===== src/hw/rtl/audio_level_peak_meter_unit_assert.svh =====
// Assertion macros for the audio level peak meter RTL.
// Uses the clk and arst_n names of the module that includes it.
`ifndef AUDIO_LEVEL_PEAK_METER_UNIT_ASSERT_SVH
`define AUDIO_LEVEL_PEAK_METER_UNIT_ASSERT_SVH
`ifndef SYNTHESIS
// Same-cycle implication
`define ALMP_ASSERT_SAME(lbl, ante, cons, msg) \
	lbl: assert property (@(posedge clk) disable iff (!arst_n) (ante) |-> (cons)) \
		else $error(msg);
// Next-cycle implication
`define ALMP_ASSERT_NEXT(lbl, ante, cons, msg) \
	lbl: assert property (@(posedge clk) disable iff (!arst_n) (ante) |=> (cons)) \
		else $error(msg);
`else
`define ALMP_ASSERT_SAME(lbl, ante, cons, msg)
`define ALMP_ASSERT_NEXT(lbl, ante, cons, msg)
`endif
`endif


===== src/hw/rtl/almp_pkg.sv =====
// Package of the audio level peak meter: widths, register indexes, codes and
// the command, status and configuration structs. No dependencies.
package almp_pkg;

	localparam int TRACKS     = 8;
	localparam int CH_W       = 3;
	localparam int SMP_W      = 24;
	localparam int BUF_W      = 16;
	localparam int LVL_W      = 32;
	localparam int COEF_W     = 32;
	localparam int CFG_IDX_W  = 3;
	localparam int CFG_DATA_W = 32;
	localparam int STEP_W     = 5;
	localparam int Q_SHIFT    = 31;
	// signed coefficient times zero-extended level
	localparam int PROD_W     = COEF_W + LVL_W + 1;
	localparam int TERM_W     = PROD_W - Q_SHIFT;
	localparam int ACC_W      = TERM_W + 1;

	localparam logic [STEP_W-1:0] LAST_STEP      = STEP_W'(16);
	localparam logic [BUF_W-1:0]  INTERVAL_RESET = BUF_W'(6000);

	// configuration register indexes
	localparam logic [CFG_IDX_W-1:0] REG_INTERVAL   = CFG_IDX_W'(0);
	localparam logic [CFG_IDX_W-1:0] REG_RISE_A0    = CFG_IDX_W'(1);
	localparam logic [CFG_IDX_W-1:0] REG_RISE_B1    = CFG_IDX_W'(2);
	localparam logic [CFG_IDX_W-1:0] REG_FAST_DC_A0 = CFG_IDX_W'(3);
	localparam logic [CFG_IDX_W-1:0] REG_FAST_DC_B1 = CFG_IDX_W'(4);
	localparam logic [CFG_IDX_W-1:0] REG_PEAK_DC_A0 = CFG_IDX_W'(5);
	localparam logic [CFG_IDX_W-1:0] REG_PEAK_DC_B1 = CFG_IDX_W'(6);

	// filter evaluation order within one item
	typedef enum logic [1:0] {
		FLT_FAST_RISE  = 2'd0,
		FLT_FAST_DECAY = 2'd1,
		FLT_PEAK_RISE  = 2'd2,
		FLT_PEAK_DECAY = 2'd3
	} filt_t;

	// phase within one filter evaluation
	typedef enum logic [1:0] {
		PH_X   = 2'd0, // a0 * x
		PH_LX  = 2'd1, // a0 * x_prev, acc loads a0 * x
		PH_FB  = 2'd2, // b1 * y, acc adds a0 * x_prev
		PH_SUB = 2'd3  // acc subtracts b1 * y
	} phase_t;

	typedef enum logic [3:0] {
		ST_IDLE  = 4'b0001,
		ST_LOAD  = 4'b0010,
		ST_MAC   = 4'b0100,
		ST_WRITE = 4'b1000
	} state_t;

	typedef struct packed {
		logic [BUF_W-1:0]  interval_samples;
		logic [COEF_W-1:0] rise_a0;
		logic [COEF_W-1:0] rise_b1;
		logic [COEF_W-1:0] fast_decay_a0;
		logic [COEF_W-1:0] fast_decay_b1;
		logic [COEF_W-1:0] peak_decay_a0;
		logic [COEF_W-1:0] peak_decay_b1;
	} cfg_t;

	typedef struct packed {
		logic   accept;
		logic   load;
		logic   book;
		logic   mac;
		phase_t phase;
		filt_t  filt;
		logic   commit;
		filt_t  commit_filt;
		logic   write;
	} ctl_t;

	typedef struct packed {
		logic stall;
	} sts_t;

endpackage


===== src/hw/rtl/almp_cfg.sv =====
// Configuration register bank of the level meter.
// Depends on almp_pkg.
module almp_cfg (
	input  logic                                clk,
	input  logic                                arst_n,
	input  logic                                we,
	input  logic [almp_pkg::CFG_IDX_W-1:0]      idx,
	input  logic [almp_pkg::CFG_DATA_W-1:0]     data,
	output almp_pkg::cfg_t                      cfg
);

	almp_pkg::cfg_t cfg_q;

	// register writes; unused indexes are dropped
	always_ff @(posedge clk or negedge arst_n) begin
		if (!arst_n) begin
			cfg_q.interval_samples <= almp_pkg::INTERVAL_RESET;
			cfg_q.rise_a0          <= '0;
			cfg_q.rise_b1          <= '0;
			cfg_q.fast_decay_a0    <= '0;
			cfg_q.fast_decay_b1    <= '0;
			cfg_q.peak_decay_a0    <= '0;
			cfg_q.peak_decay_b1    <= '0;
		end else if (we) begin
			unique case (idx)
				almp_pkg::REG_INTERVAL:   cfg_q.interval_samples <= data[almp_pkg::BUF_W-1:0];
				almp_pkg::REG_RISE_A0:    cfg_q.rise_a0          <= data;
				almp_pkg::REG_RISE_B1:    cfg_q.rise_b1          <= data;
				almp_pkg::REG_FAST_DC_A0: cfg_q.fast_decay_a0    <= data;
				almp_pkg::REG_FAST_DC_B1: cfg_q.fast_decay_b1    <= data;
				almp_pkg::REG_PEAK_DC_A0: cfg_q.peak_decay_a0    <= data;
				almp_pkg::REG_PEAK_DC_B1: cfg_q.peak_decay_b1    <= data;
				default: ;
			endcase
		end
	end

	assign cfg = cfg_q;

endmodule


===== config.mk =====
export PLATFORM = sky130hd
export DESIGN_NAME = almp_cfg
export DESIGN_NICKNAME = d
export VERILOG_FILES = /design/src/hw/rtl/audio_level_peak_meter_unit_assert.svh /design/src/hw/rtl/almp_pkg.sv /design/src/hw/rtl/almp_cfg.sv
export SDC_FILE = /design/constraint.sdc
export NUM_CORES = 1
export LEC_CHECK = 0
export ABC_AREA = 0
export ABC_CLOCK_PERIOD_IN_PS = 800
export BUFFER_PORTS_ARGS = -buffer_cell sky130_fd_sc_hd__buf_4
export CAP_MARGIN = 20
export CORE_ASPECT_RATIO = 0.9
export CORE_MARGIN = 4
export CORE_UTILIZATION = 45
export CTS_BUF_LIST = sky130_fd_sc_hd__clkbuf_4 sky130_fd_sc_hd__clkbuf_8
export DETAILED_ROUTE_END_ITERATION = 16
export PLACE_DENSITY = 0.83
export SLEW_MARGIN = 0
export SYNTH_ARGS = -nofsm -noshare
export SYNTH_HDL_FRONTEND = slang
export SYNTH_SLANG_ARGS = --single-unit
export TNS_END_PERCENT = 100

===== constraint.sdc =====
create_clock -name clk -period 0.8 [get_ports clk]
set_input_delay 0.24 -clock clk [delete_from_list [all_inputs] [get_ports clk]]
set_output_delay 0.24 -clock clk [all_outputs]
set_load 0.02 [all_outputs]

==> flow_metrics.py <==
metrics = {
    "timing": {
        "rsz0062_at_grt": "true",
        "fin_crit_sh": 1.85,
        "setup_slack_ns": -0.681,
        "finalHoldViolations": 0,
        "maxSlewHeadroom": 0.773,
        "tightestPinTransition_ns": 0.341,
        "slew_viol_final": 0,
        "min_period_ns": 1.48,
        "fmax_ghz": 0.675,
        "fin_skew_ns": 0,
        "setup_viol": 416,
    },
    "critical_path": {
        "path_delay_family": "flip-flops",
        "crit_fanout": 2,
        "crit_path_max_incr_delay_ns": 0.57,
        "crit_slowest_cell": "dfstp_2",
        "critPathRequiredTime_ns": 0.56,
        "critPathCaptureType": "output port",
        "startpoint_type": "flop",
        "r2r-end": "cfg[157]$_DFFE_PN0P_",
        "path_cells": "buf_6",
        "crit_type": "flop to output port",
        "arrival_ns": 1.24,
        "worst_r2r_path_depth": 3,
        "ff2ff_setup_slack_ns": -0.27,
        "regToRegStartpoint": "cfg[157]$_DFFE_PN0P_",
        "path_buf_inv": 1,
    },
    "die": {
        "initial_core_util": 0.461,
        "rows": 45,
        "core_mm2": 0.0170,
        "die_height_um": 133,
        "die_w_um": 147,
        "dieArea_mm2": 0.0196,
        "io-pin-count": 246,
    },
    "status": {
        "status": "finished, violations left",
        "violations": "setup timing",
    },
    "route": {
        "route.vias.total": 6451,
        "wl_per_cell_um": 28.7,
        "routed_via_density": 5.38,
        "drtPass1Iterations": 5,
        "drc": 0,
        "drtAntennaViolNets": 0,
        "drt_wl_total_um": 34400,
        "drt_iter0_drc": 390,
    },
    "grt": {
        "grt_pass1_vias": 7031,
        "grt-busiest-layer": "met2",
        "grt_pass1_wl_um": 45700,
        "grtUsageMet2": 0.547,
        "grtUsageMet3": 0.0748,
        "antenna_found_initial": 0,
        "grt_max_degree": 31,
        "use_met1": 0.357,
        "grt_usage": 0.312,
        "grt_overflow_total": 0,
    },
    "layout": {
        "area_growth_pct": 87.9,
        "final_nets": 978,
        "fillers": 667,
        "n_antenna_cell": 0,
        "layout_commonest_cell": "buf_6",
        "final_cell_count_no_fill": 1199,
        "final_layout_size_suffix_gt1_frac": 0.769,
        "mostFrequentLayoutCells": "buf_6, dfrtp_1, mux2_4, buf_4, mux2_2",
        "largest_register_ffs": 208,
    },
    "synthesis": {
        "synth_seq_area_share": 0.665,
        "syn_nets": 487,
        "yosys_warnings": 0,
        "netlist_area_mm2": 0.00784,
        "yosysUniqueCellTypes": 11,
        "synthCells": 449,
        "synth_top_area_share": 0.642,
        "synth_top_cell_by_area": "dfrtp_1",
        "syn_area_per_cell_um2": 17.5,
        "synth-seq-cells": 208,
        "synthTopCellsByArea": "dfrtp_1, mux2_2, dfstp_2, mux2_4, mux2_1",
    },
    "clock_network": {
        "clockRootBuffer": "clkbuf_8",
        "cts_tree": "built",
        "insertion_delay_ns": 0.54,
        "clock-sinks": 208,
        "cts_buffers": 34,
        "clkTransAtPathRegs_ns": 0.07,
        "ctsHtreeMaxLevel": 2,
        "cts_max_path_buffers": 3,
    },
    "flow_run": {
        "maxCapViolations": 0,
    },
    "place": {
        "post-dp-hpwl_um": 14500,
        "place_congestion": 0.775,
        "dp_cells": 936,
        "place.port_buffers": 245,
    },
    "hold_path": {
        "hold_start": "data[20]",
        "min_to": "cfg[20]$_DFFE_PN0P_",
        "min_path_type": "input port to flop",
        "holdPathStages": 2,
    },
    "pwr": {
        "leakage_nw": 7.29,
        "p_total_mw": 42.1,
        "vdd_drop_max_mv": 2.15,
        "powerDensity_mw_per_mm2": 2860,
    },
}
cells by family after synthesis:
logic type	count (synthesis)	synth area share
buffers and inverters	26	0.0211
DFF	208	0.665
muxes	208	0.304
and+or+nand+nor	7	0.0102
power breakdown:
part	switching, mW	leakage [nW]	internal, mW
Clock	4.51	0.380	5.47
Combinational	6.84	4.43	10.0
Sequential	2.36	2.49	12.9
timing repair:
action	CTS	global route
hold endpoints to repair	244	0
cloned	16	3
setup buffers	101	96
gates resized for setup	308	99
hold buffers	19	0
pin swaps	3	3
setup endpoints to repair	416	416
layer usage:
| layer | up-vias | wire [um] | share of wire |
|---|---|---|---|
| met5 | - | 0 | 0 |
| met4 | 0 | 1990 | 0.058 |
| met3 | 128 | 2430 | 0.071 |
| met2 | 388 | 18000 | 0.52 |
| met1 | 3358 | 12000 | 0.35 |
| li1 | 2577 | - | - |
synth_stat cells:
cell type / count
nor4bb_1: 3
buf_6: 2
mux2_2: 188
nor4b_4: 1
buf_4: 9
dfstp_2: 7
nand4b_1: 3
mux2_1: 10
buf_2: 15
mux2_4: 10
dfrtp_1: 201
stage by stage:
| step | hold WS (ns) | instance area, um^2 | utilization | setup slack (ns) | setup TNS [ns] |
|---|---|---|---|---|---|
| after floorplan | -0.0556 | 8350 | - | -0.643 | -106.18 |
| after global placement | 0.146 | 10600 | 0.626 | -0.697 | -132.77 |
| after detailed placement | 0.149 | 10600 | 0.626 | -0.773 | -140.32 |
| after CTS | 0.000104 | 13900 | 0.818 | -0.649 | -128.05 |
| after global routing | 0.00181 | 14700 | 0.866 | -0.711 | -147.67 |
| final | 0.0165 | 14700 | 0.866 | -0.681 | -141.73 |
worst max-delay path by stage:
stage,endpoint,start,cells past startpoint
2_1_floorplan,cfg[192]$_DFFE_PN0P_,idx[1],4
3_3_place_gp,cfg[181]$_DFFE_PN0P_,idx[2],4
3_5_place_dp,cfg[154]$_DFFE_PN0P_,idx[2],4
4_1_cts,cfg[201],cfg[201]$_DFFE_PN1P_,1
5_1_grt,cfg[201],cfg[201]$_DFFE_PN1P_,1
6_report,cfg[201],cfg[201]$_DFFE_PN1P_,1
final cells by class:
class                      count  area (um^2)  share of cell area
timing repair buffer         481         5430               0.369
sequential                   208         5210               0.354
multi-input combinational    215         3070               0.208
clock buffer                  55          688              0.0467
tap                          235          294              0.0200
clock inverter                 5         33.8             0.00229
Note: power is estimated with default switching activity, not from simulation.
