[config.mk]
export PLATFORM = sky130hd
export DESIGN_NAME = almp_ctrl
export DESIGN_NICKNAME = d
export VERILOG_FILES = /design/src/hw/rtl/almp_pkg.sv /design/src/hw/rtl/almp_ctrl.sv
export VERILOG_INCLUDE_DIRS = /design/src /design/src/hw/rtl
export SDC_FILE = /design/constraint.sdc
export NUM_CORES = 1
export LEC_CHECK = 0
export BUFFER_PORTS_ARGS = -buffer_cell sky130_fd_sc_hd__buf_2
export CAP_MARGIN = 5
export CORE_UTILIZATION = 40
export DETAILED_ROUTE_END_ITERATION = 8
export GPL_TIMING_DRIVEN = 0
export SLEW_MARGIN = 20
export SYNTH_ARGS = -nofsm -noshare
export SYNTH_HDL_FRONTEND = slang
export SYNTH_SLANG_ARGS = --single-unit
[constraint.sdc]
create_clock -name clk -period 2.3 [get_ports clk]
set_input_delay 0.115 -clock clk [delete_from_list [all_inputs] [get_ports clk]]
set_output_delay 0.115 -clock clk [all_outputs]
set_load 0.1 [all_outputs]
[src/hw/rtl/audio_level_peak_meter_unit_assert.svh]
// Assertion macros for the audio level peak meter RTL.
// Uses the clk and arst_n names of the module that includes it.
`ifndef AUDIO_LEVEL_PEAK_METER_UNIT_ASSERT_SVH
`define AUDIO_LEVEL_PEAK_METER_UNIT_ASSERT_SVH
`ifndef SYNTHESIS
// Same-cycle implication
`define ALMP_ASSERT_SAME(lbl, ante, cons, msg) \
	lbl: assert property (@(posedge clk) disable iff (!arst_n) (ante) |-> (cons)) \
		else $error(msg);
// Next-cycle implication
`define ALMP_ASSERT_NEXT(lbl, ante, cons, msg) \
	lbl: assert property (@(posedge clk) disable iff (!arst_n) (ante) |=> (cons)) \
		else $error(msg);
`else
`define ALMP_ASSERT_SAME(lbl, ante, cons, msg)
`define ALMP_ASSERT_NEXT(lbl, ante, cons, msg)
`endif
`endif

[src/hw/rtl/almp_pkg.sv]
// Package of the audio level peak meter: widths, register indexes, codes and
// the command, status and configuration structs. No dependencies.
package almp_pkg;

	localparam int TRACKS     = 8;
	localparam int CH_W       = 3;
	localparam int SMP_W      = 24;
	localparam int BUF_W      = 16;
	localparam int LVL_W      = 32;
	localparam int COEF_W     = 32;
	localparam int CFG_IDX_W  = 3;
	localparam int CFG_DATA_W = 32;
	localparam int STEP_W     = 5;
	localparam int Q_SHIFT    = 31;
	// signed coefficient times zero-extended level
	localparam int PROD_W     = COEF_W + LVL_W + 1;
	localparam int TERM_W     = PROD_W - Q_SHIFT;
	localparam int ACC_W      = TERM_W + 1;

	localparam logic [STEP_W-1:0] LAST_STEP      = STEP_W'(16);
	localparam logic [BUF_W-1:0]  INTERVAL_RESET = BUF_W'(6000);

	// configuration register indexes
	localparam logic [CFG_IDX_W-1:0] REG_INTERVAL   = CFG_IDX_W'(0);
	localparam logic [CFG_IDX_W-1:0] REG_RISE_A0    = CFG_IDX_W'(1);
	localparam logic [CFG_IDX_W-1:0] REG_RISE_B1    = CFG_IDX_W'(2);
	localparam logic [CFG_IDX_W-1:0] REG_FAST_DC_A0 = CFG_IDX_W'(3);
	localparam logic [CFG_IDX_W-1:0] REG_FAST_DC_B1 = CFG_IDX_W'(4);
	localparam logic [CFG_IDX_W-1:0] REG_PEAK_DC_A0 = CFG_IDX_W'(5);
	localparam logic [CFG_IDX_W-1:0] REG_PEAK_DC_B1 = CFG_IDX_W'(6);

	// filter evaluation order within one item
	typedef enum logic [1:0] {
		FLT_FAST_RISE  = 2'd0,
		FLT_FAST_DECAY = 2'd1,
		FLT_PEAK_RISE  = 2'd2,
		FLT_PEAK_DECAY = 2'd3
	} filt_t;

	// phase within one filter evaluation
	typedef enum logic [1:0] {
		PH_X   = 2'd0, // a0 * x
		PH_LX  = 2'd1, // a0 * x_prev, acc loads a0 * x
		PH_FB  = 2'd2, // b1 * y, acc adds a0 * x_prev
		PH_SUB = 2'd3  // acc subtracts b1 * y
	} phase_t;

	typedef enum logic [3:0] {
		ST_IDLE  = 4'b0001,
		ST_LOAD  = 4'b0010,
		ST_MAC   = 4'b0100,
		ST_WRITE = 4'b1000
	} state_t;

	typedef struct packed {
		logic [BUF_W-1:0]  interval_samples;
		logic [COEF_W-1:0] rise_a0;
		logic [COEF_W-1:0] rise_b1;
		logic [COEF_W-1:0] fast_decay_a0;
		logic [COEF_W-1:0] fast_decay_b1;
		logic [COEF_W-1:0] peak_decay_a0;
		logic [COEF_W-1:0] peak_decay_b1;
	} cfg_t;

	typedef struct packed {
		logic   accept;
		logic   load;
		logic   book;
		logic   mac;
		phase_t phase;
		filt_t  filt;
		logic   commit;
		filt_t  commit_filt;
		logic   write;
	} ctl_t;

	typedef struct packed {
		logic stall;
	} sts_t;

endpackage

[src/hw/rtl/almp_ctrl.sv]
// Sequencer of the level meter: accept, load track state, run the shared
// multiply-accumulate schedule, write back. Depends on almp_pkg and the
// assertion macro header.
`include "audio_level_peak_meter_unit_assert.svh"

module almp_ctrl (
	input  logic           clk,
	input  logic           arst_n,
	input  logic           in_valid,
	output logic           in_ready,
	input  almp_pkg::sts_t sts,
	output almp_pkg::ctl_t cmd
);

	almp_pkg::state_t                state_q, state_d;
	logic [almp_pkg::STEP_W-1:0]     step_q;

	// next state
	always_comb begin
		state_d = state_q;
		unique case (state_q)
			almp_pkg::ST_IDLE:  if (in_valid) state_d = almp_pkg::ST_LOAD;
			almp_pkg::ST_LOAD:  state_d = almp_pkg::ST_MAC;
			almp_pkg::ST_MAC:   if (step_q == almp_pkg::LAST_STEP) state_d = almp_pkg::ST_WRITE;
			almp_pkg::ST_WRITE: if (!sts.stall) state_d = almp_pkg::ST_IDLE;
			default:            state_d = almp_pkg::ST_IDLE;
		endcase
	end

	always_ff @(posedge clk or negedge arst_n) begin
		if (!arst_n) begin
			state_q <= almp_pkg::ST_IDLE;
			step_q  <= '0;
		end else begin
			state_q <= state_d;
			if (state_q == almp_pkg::ST_LOAD) begin
				step_q <= '0;
			end else if (state_q == almp_pkg::ST_MAC && step_q != almp_pkg::LAST_STEP) begin
				step_q <= step_q + 1'b1;
			end
		end
	end

	// commands: four filters of four steps, commit overlaps the next filter
	always_comb begin
		cmd             = '0;
		cmd.accept      = (state_q == almp_pkg::ST_IDLE) && in_valid;
		cmd.load        = (state_q == almp_pkg::ST_LOAD);
		cmd.book        = (state_q == almp_pkg::ST_MAC) && (step_q == '0);
		cmd.mac         = (state_q == almp_pkg::ST_MAC) && !step_q[almp_pkg::STEP_W-1];
		cmd.phase       = almp_pkg::phase_t'(step_q[1:0]);
		cmd.filt        = almp_pkg::filt_t'(step_q[3:2]);
		cmd.commit      = (state_q == almp_pkg::ST_MAC) && (step_q[1:0] == 2'd0)
			&& (step_q != '0);
		cmd.commit_filt = almp_pkg::filt_t'(step_q[3:2] - 2'd1);
		cmd.write       = (state_q == almp_pkg::ST_WRITE) && !sts.stall;
	end

	assign in_ready = (state_q == almp_pkg::ST_IDLE);

	`ALMP_ASSERT_NEXT(a_accept_load, state_q == almp_pkg::ST_IDLE && in_valid, state_q == almp_pkg::ST_LOAD, "accepted item did not start loading")
	`ALMP_ASSERT_NEXT(a_load_mac, state_q == almp_pkg::ST_LOAD, state_q == almp_pkg::ST_MAC && step_q == '0, "schedule did not start at step zero")
	`ALMP_ASSERT_NEXT(a_mac_steps, state_q == almp_pkg::ST_MAC && step_q != almp_pkg::LAST_STEP, state_q == almp_pkg::ST_MAC && step_q == $past(step_q) + 1'b1, "schedule left or skipped a step")
	`ALMP_ASSERT_SAME(a_write_hold, state_q == almp_pkg::ST_WRITE && sts.stall, !cmd.write && !in_ready, "write-back while output is blocked")

endmodule

==> reports/qor.yml <==
global_routing:
  grt_antenna_before_repair: 0
  grt_pass1_vias: 425
  grt_overflow_total: 0
  gr-usage-all-layers: 0.185
  grt_pass1_wl_mm: 1.84
  grt_max_degree: 10
detailed_routing:
  viasPerCell: 5.12
  drc: 0
  postRouteWirelength_mm: 1.20
  routedWlPerCell_um: 12.0
  vias: 512
  wl_met2_um: 542
  first_pass_iters: 3
  final_antenna_net_count: 0
  highest_layer: "met4"
  drtIter0Drc: 4
  wl_met3_um: 65
  wirelength_met1_um: 569
worst_setup_path:
  cp.arrival_ns: 2.07
  cp.required_ns: 2.18
  startpoint_type: "flip-flop"
  critical_path_class: "reg2out"
  worst_setup_path_end_kind: "output port"
  cp_max_fo: 7
timing:
  period_minus_slack_ns: 2.18
  rsz0062_at_grt: "no"
  period_share: 0.948
  tightest_slew_ns: 0.489
  timing_hold_violations_final: 0
  max-slew-margin-rel: 0.676
  setup_viol: 0
  drv_slew: 0
  max_clock_freq_mhz: 458
  final.setup.tns_ns: 0
  clock_skew_ns: 0.000974
power:
  pwr-share-comb: 0.583
  p_int_w: 0.000376
  p_seq_frac: 0.268
  p_leak_nw: 0.361
  sw_frac_of_total: 0.563
  vdd_ir_drop_max_mv: 0.609
  clockPowerShare: 0.149
  cellPowerDensity_mw_per_mm2: 1120
  p_sw_w: 0.000485
  power.total_w: 0.000861
floorplanning:
  die_x_um: 40.4
  core_area_mm2: 0.00133
  row_count: 13
  dieArea_mm2: 0.00163
  io_pins: 17
  start_util: 0.443
  dieHeight_um: 40.4
min_path:
  hp-class: "in2reg"
clock_tree:
  clockBufferDepth: 2
  post_cts_resized: 0
  cts_buffers: 3
  numClockSinks: 9
  htree_num_levels: 1
  clk_latency_ns: 0.27
  cts_tree: "done"
  cts-root-buf: "clkbuf_4"
  post_cts_buffers: 0
  ctsHoldBuffers: 1
  clkTransAtPathRegs_ns: 0.06
final_layout:
  drive_gt1_frac: 0.412
  nNetsFinal: 94
  fill_cells: 124
  register_area_um2: 226
  post-route-util: 0.575
  syn_to_final_growth_pct: 29.9
  multi_input_area_um2: 328
  diodes: 0
yosys:
  syn_nets: 72
  synth-edff-count: 0
  syn_inst: 64
  ys_types: 30
  ys_ff_latch: 9
  async_flop_share: 1.00
  ys_seq_area_frac: 0.383
  yosys_most_used_dff: "dfrtp_1"
  syn-cell-area_um2: 591
  ys_warn_count: 0
  synth_area_per_cell_um2: 9.23
outcome:
  status: "finished clean"
placed_design:
  place.gp.congestion: 0.670
  numPortBuffers: 16
  dp_hpwl_um: 897
job:
  cap_violations: 0
[power by group through the flow]
stage	registers [W]	clock network [W]	logic [W]
2_1_floorplan	0.000226	0	0.000442
3_3_place_gp	0.000236	0	0.000500
3_5_place_dp	0.000234	0	0.000504
4_1_cts	0.000232	0.000133	0.000505
5_1_grt	0.000238	0.000142	0.000529
6_report	0.000231	0.000128	0.000502
[cells in the mapped netlist (2+ instances only)]
cell	number	area (µm²)
dfrtp_1	8	200
a21oi_1	2	10.0
inv_1	7	26.3
nor4_1	2	12.5
or4b_1	2	20.0
nor2_1	4	15.0
nor3b_1	4	30.0
ha_1	4	50.1
buf_4	4	30.0
a211oi_1	2	15.0
nor3_1	2	10.0
nand2_1	3	11.3
nand2b_1	3	18.8
[cell type report]
| cell class | instances | share of cell area |
|---|---|---|
| Buffer | 7 | 0.0653 |
| Tap cell | 15 | 0.0245 |
| Multi-Input combinational cell | 41 | 0.427 |
| Clock buffer | 3 | 0.0294 |
| Clock inverter | 1 | 0.00653 |
| Inverter | 7 | 0.0343 |
| Sequential cell | 9 | 0.295 |
| Timing Repair Buffer | 17 | 0.117 |
[critical path, cell delays in order, from the launching register on]
cell and delay (ns):
dfstp_2 0.60, or3b_2 0.53, nor3b_4 0.22, buf_2 0.45
[placed cells by master, fill, tap and decap left out]
| cell type | Yosys | routed |
|---|---|---|
| buf_2 | 1 | 17 |
| dfrtp_1 | 8 | 8 |
| inv_1 | 7 | 7 |
| ha_1 | 4 | 4 |
| buf_4 | 4 | 4 |
| nand2_1 | 3 | 3 |
| nand2b_1 | 3 | 3 |
| clkbuf_4 | 0 | 3 |
| or4b_1 | 2 | 2 |
| nor2_2 | 0 | 2 |
| a211oi_1 | 2 | 2 |
| nor3_1 | 2 | 2 |
| nor3b_1 | 4 | 2 |
| nor2_1 | 4 | 2 |
| buf_6 | 1 | 1 |
| or3b_2 | 1 | 1 |
| nor4b_1 | 1 | 1 |
| nor3b_2 | 0 | 1 |
| a21oi_2 | 0 | 1 |
| nor4_4 | 0 | 1 |
| nor3b_4 | 0 | 1 |
| and3_1 | 1 | 1 |
| clkbuf_1 | 1 | 1 |
| o21ai_1 | 1 | 1 |
| nand3b_1 | 1 | 1 |
| a31oi_1 | 1 | 1 |
| nor4_1 | 2 | 1 |
| nand3_1 | 1 | 1 |
| o31ai_1 | 1 | 1 |
| or4_1 | 1 | 1 |
| a21oi_1 | 2 | 1 |
| mux2i_1 | 1 | 1 |
| mux2_2 | 1 | 1 |
| or3_1 | 1 | 1 |
| o21ai_0 | 1 | 1 |
| clkinv_2 | 0 | 1 |
| dlygate4sd3_1 | 0 | 1 |
| dfstp_2 | 1 | 1 |
[metrics by stage]
step                cell area, µm²  std cells  hold WS, ns  setup WS (ns)
finish                         767        100        0.109          0.119
global route                   767        100        0.103         0.0531
CTS                            767        100        0.104          0.110
global placement               729         95      -0.0167          0.407
detailed placement             729         95      -0.0185          0.393
floorplan                      631         64       -0.181         -0.385
[cell families after synthesis]
group,count (synthesis),synth area share
AO/OA/AOI/OAI,8,0.0826
adder cells (fa/ha/maj),4,0.0847
buffers and inverters,14,0.129
flip-flops,9,0.383
multiplexers,2,0.0360
AND/OR/NAND/NOR,27,0.284
[path summary, 6_finish.rpt]
kind                                         from                      to  slack [ns]  cells after the start
setup / recovery           state_q[0]$_DFFE_PN1P_                 cmd[11]        0.12                      3
hold / removal                           in_valid  state_q[1]$_DFFE_PN0P_        0.11                      2
setup reg to reg           state_q[1]$_DFFE_PN0P_   step_q[3]$_DFFE_PN0P_        0.38                      5
hold reg to reg             step_q[2]$_DFFE_PN0P_   step_q[2]$_DFFE_PN0P_        0.57                      1
max in group asynchronous                  arst_n  state_q[0]$_DFFE_PN1P_        1.82                      2
min in group asynchronous                  arst_n   step_q[1]$_DFFE_PN0P_        0.23                      2
[layer usage]
metal,vias up,global-route usage
met5,-,0
met2,12,0.242
li1,264,-
met4,0,0.100
met1,232,0.240
met3,4,0.100
[sequential cells by signal (all words and copies together) (netlist names)]
register	cells
step_q	5
state_q	4
Note: power is estimated with default switching activity, not from simulation.
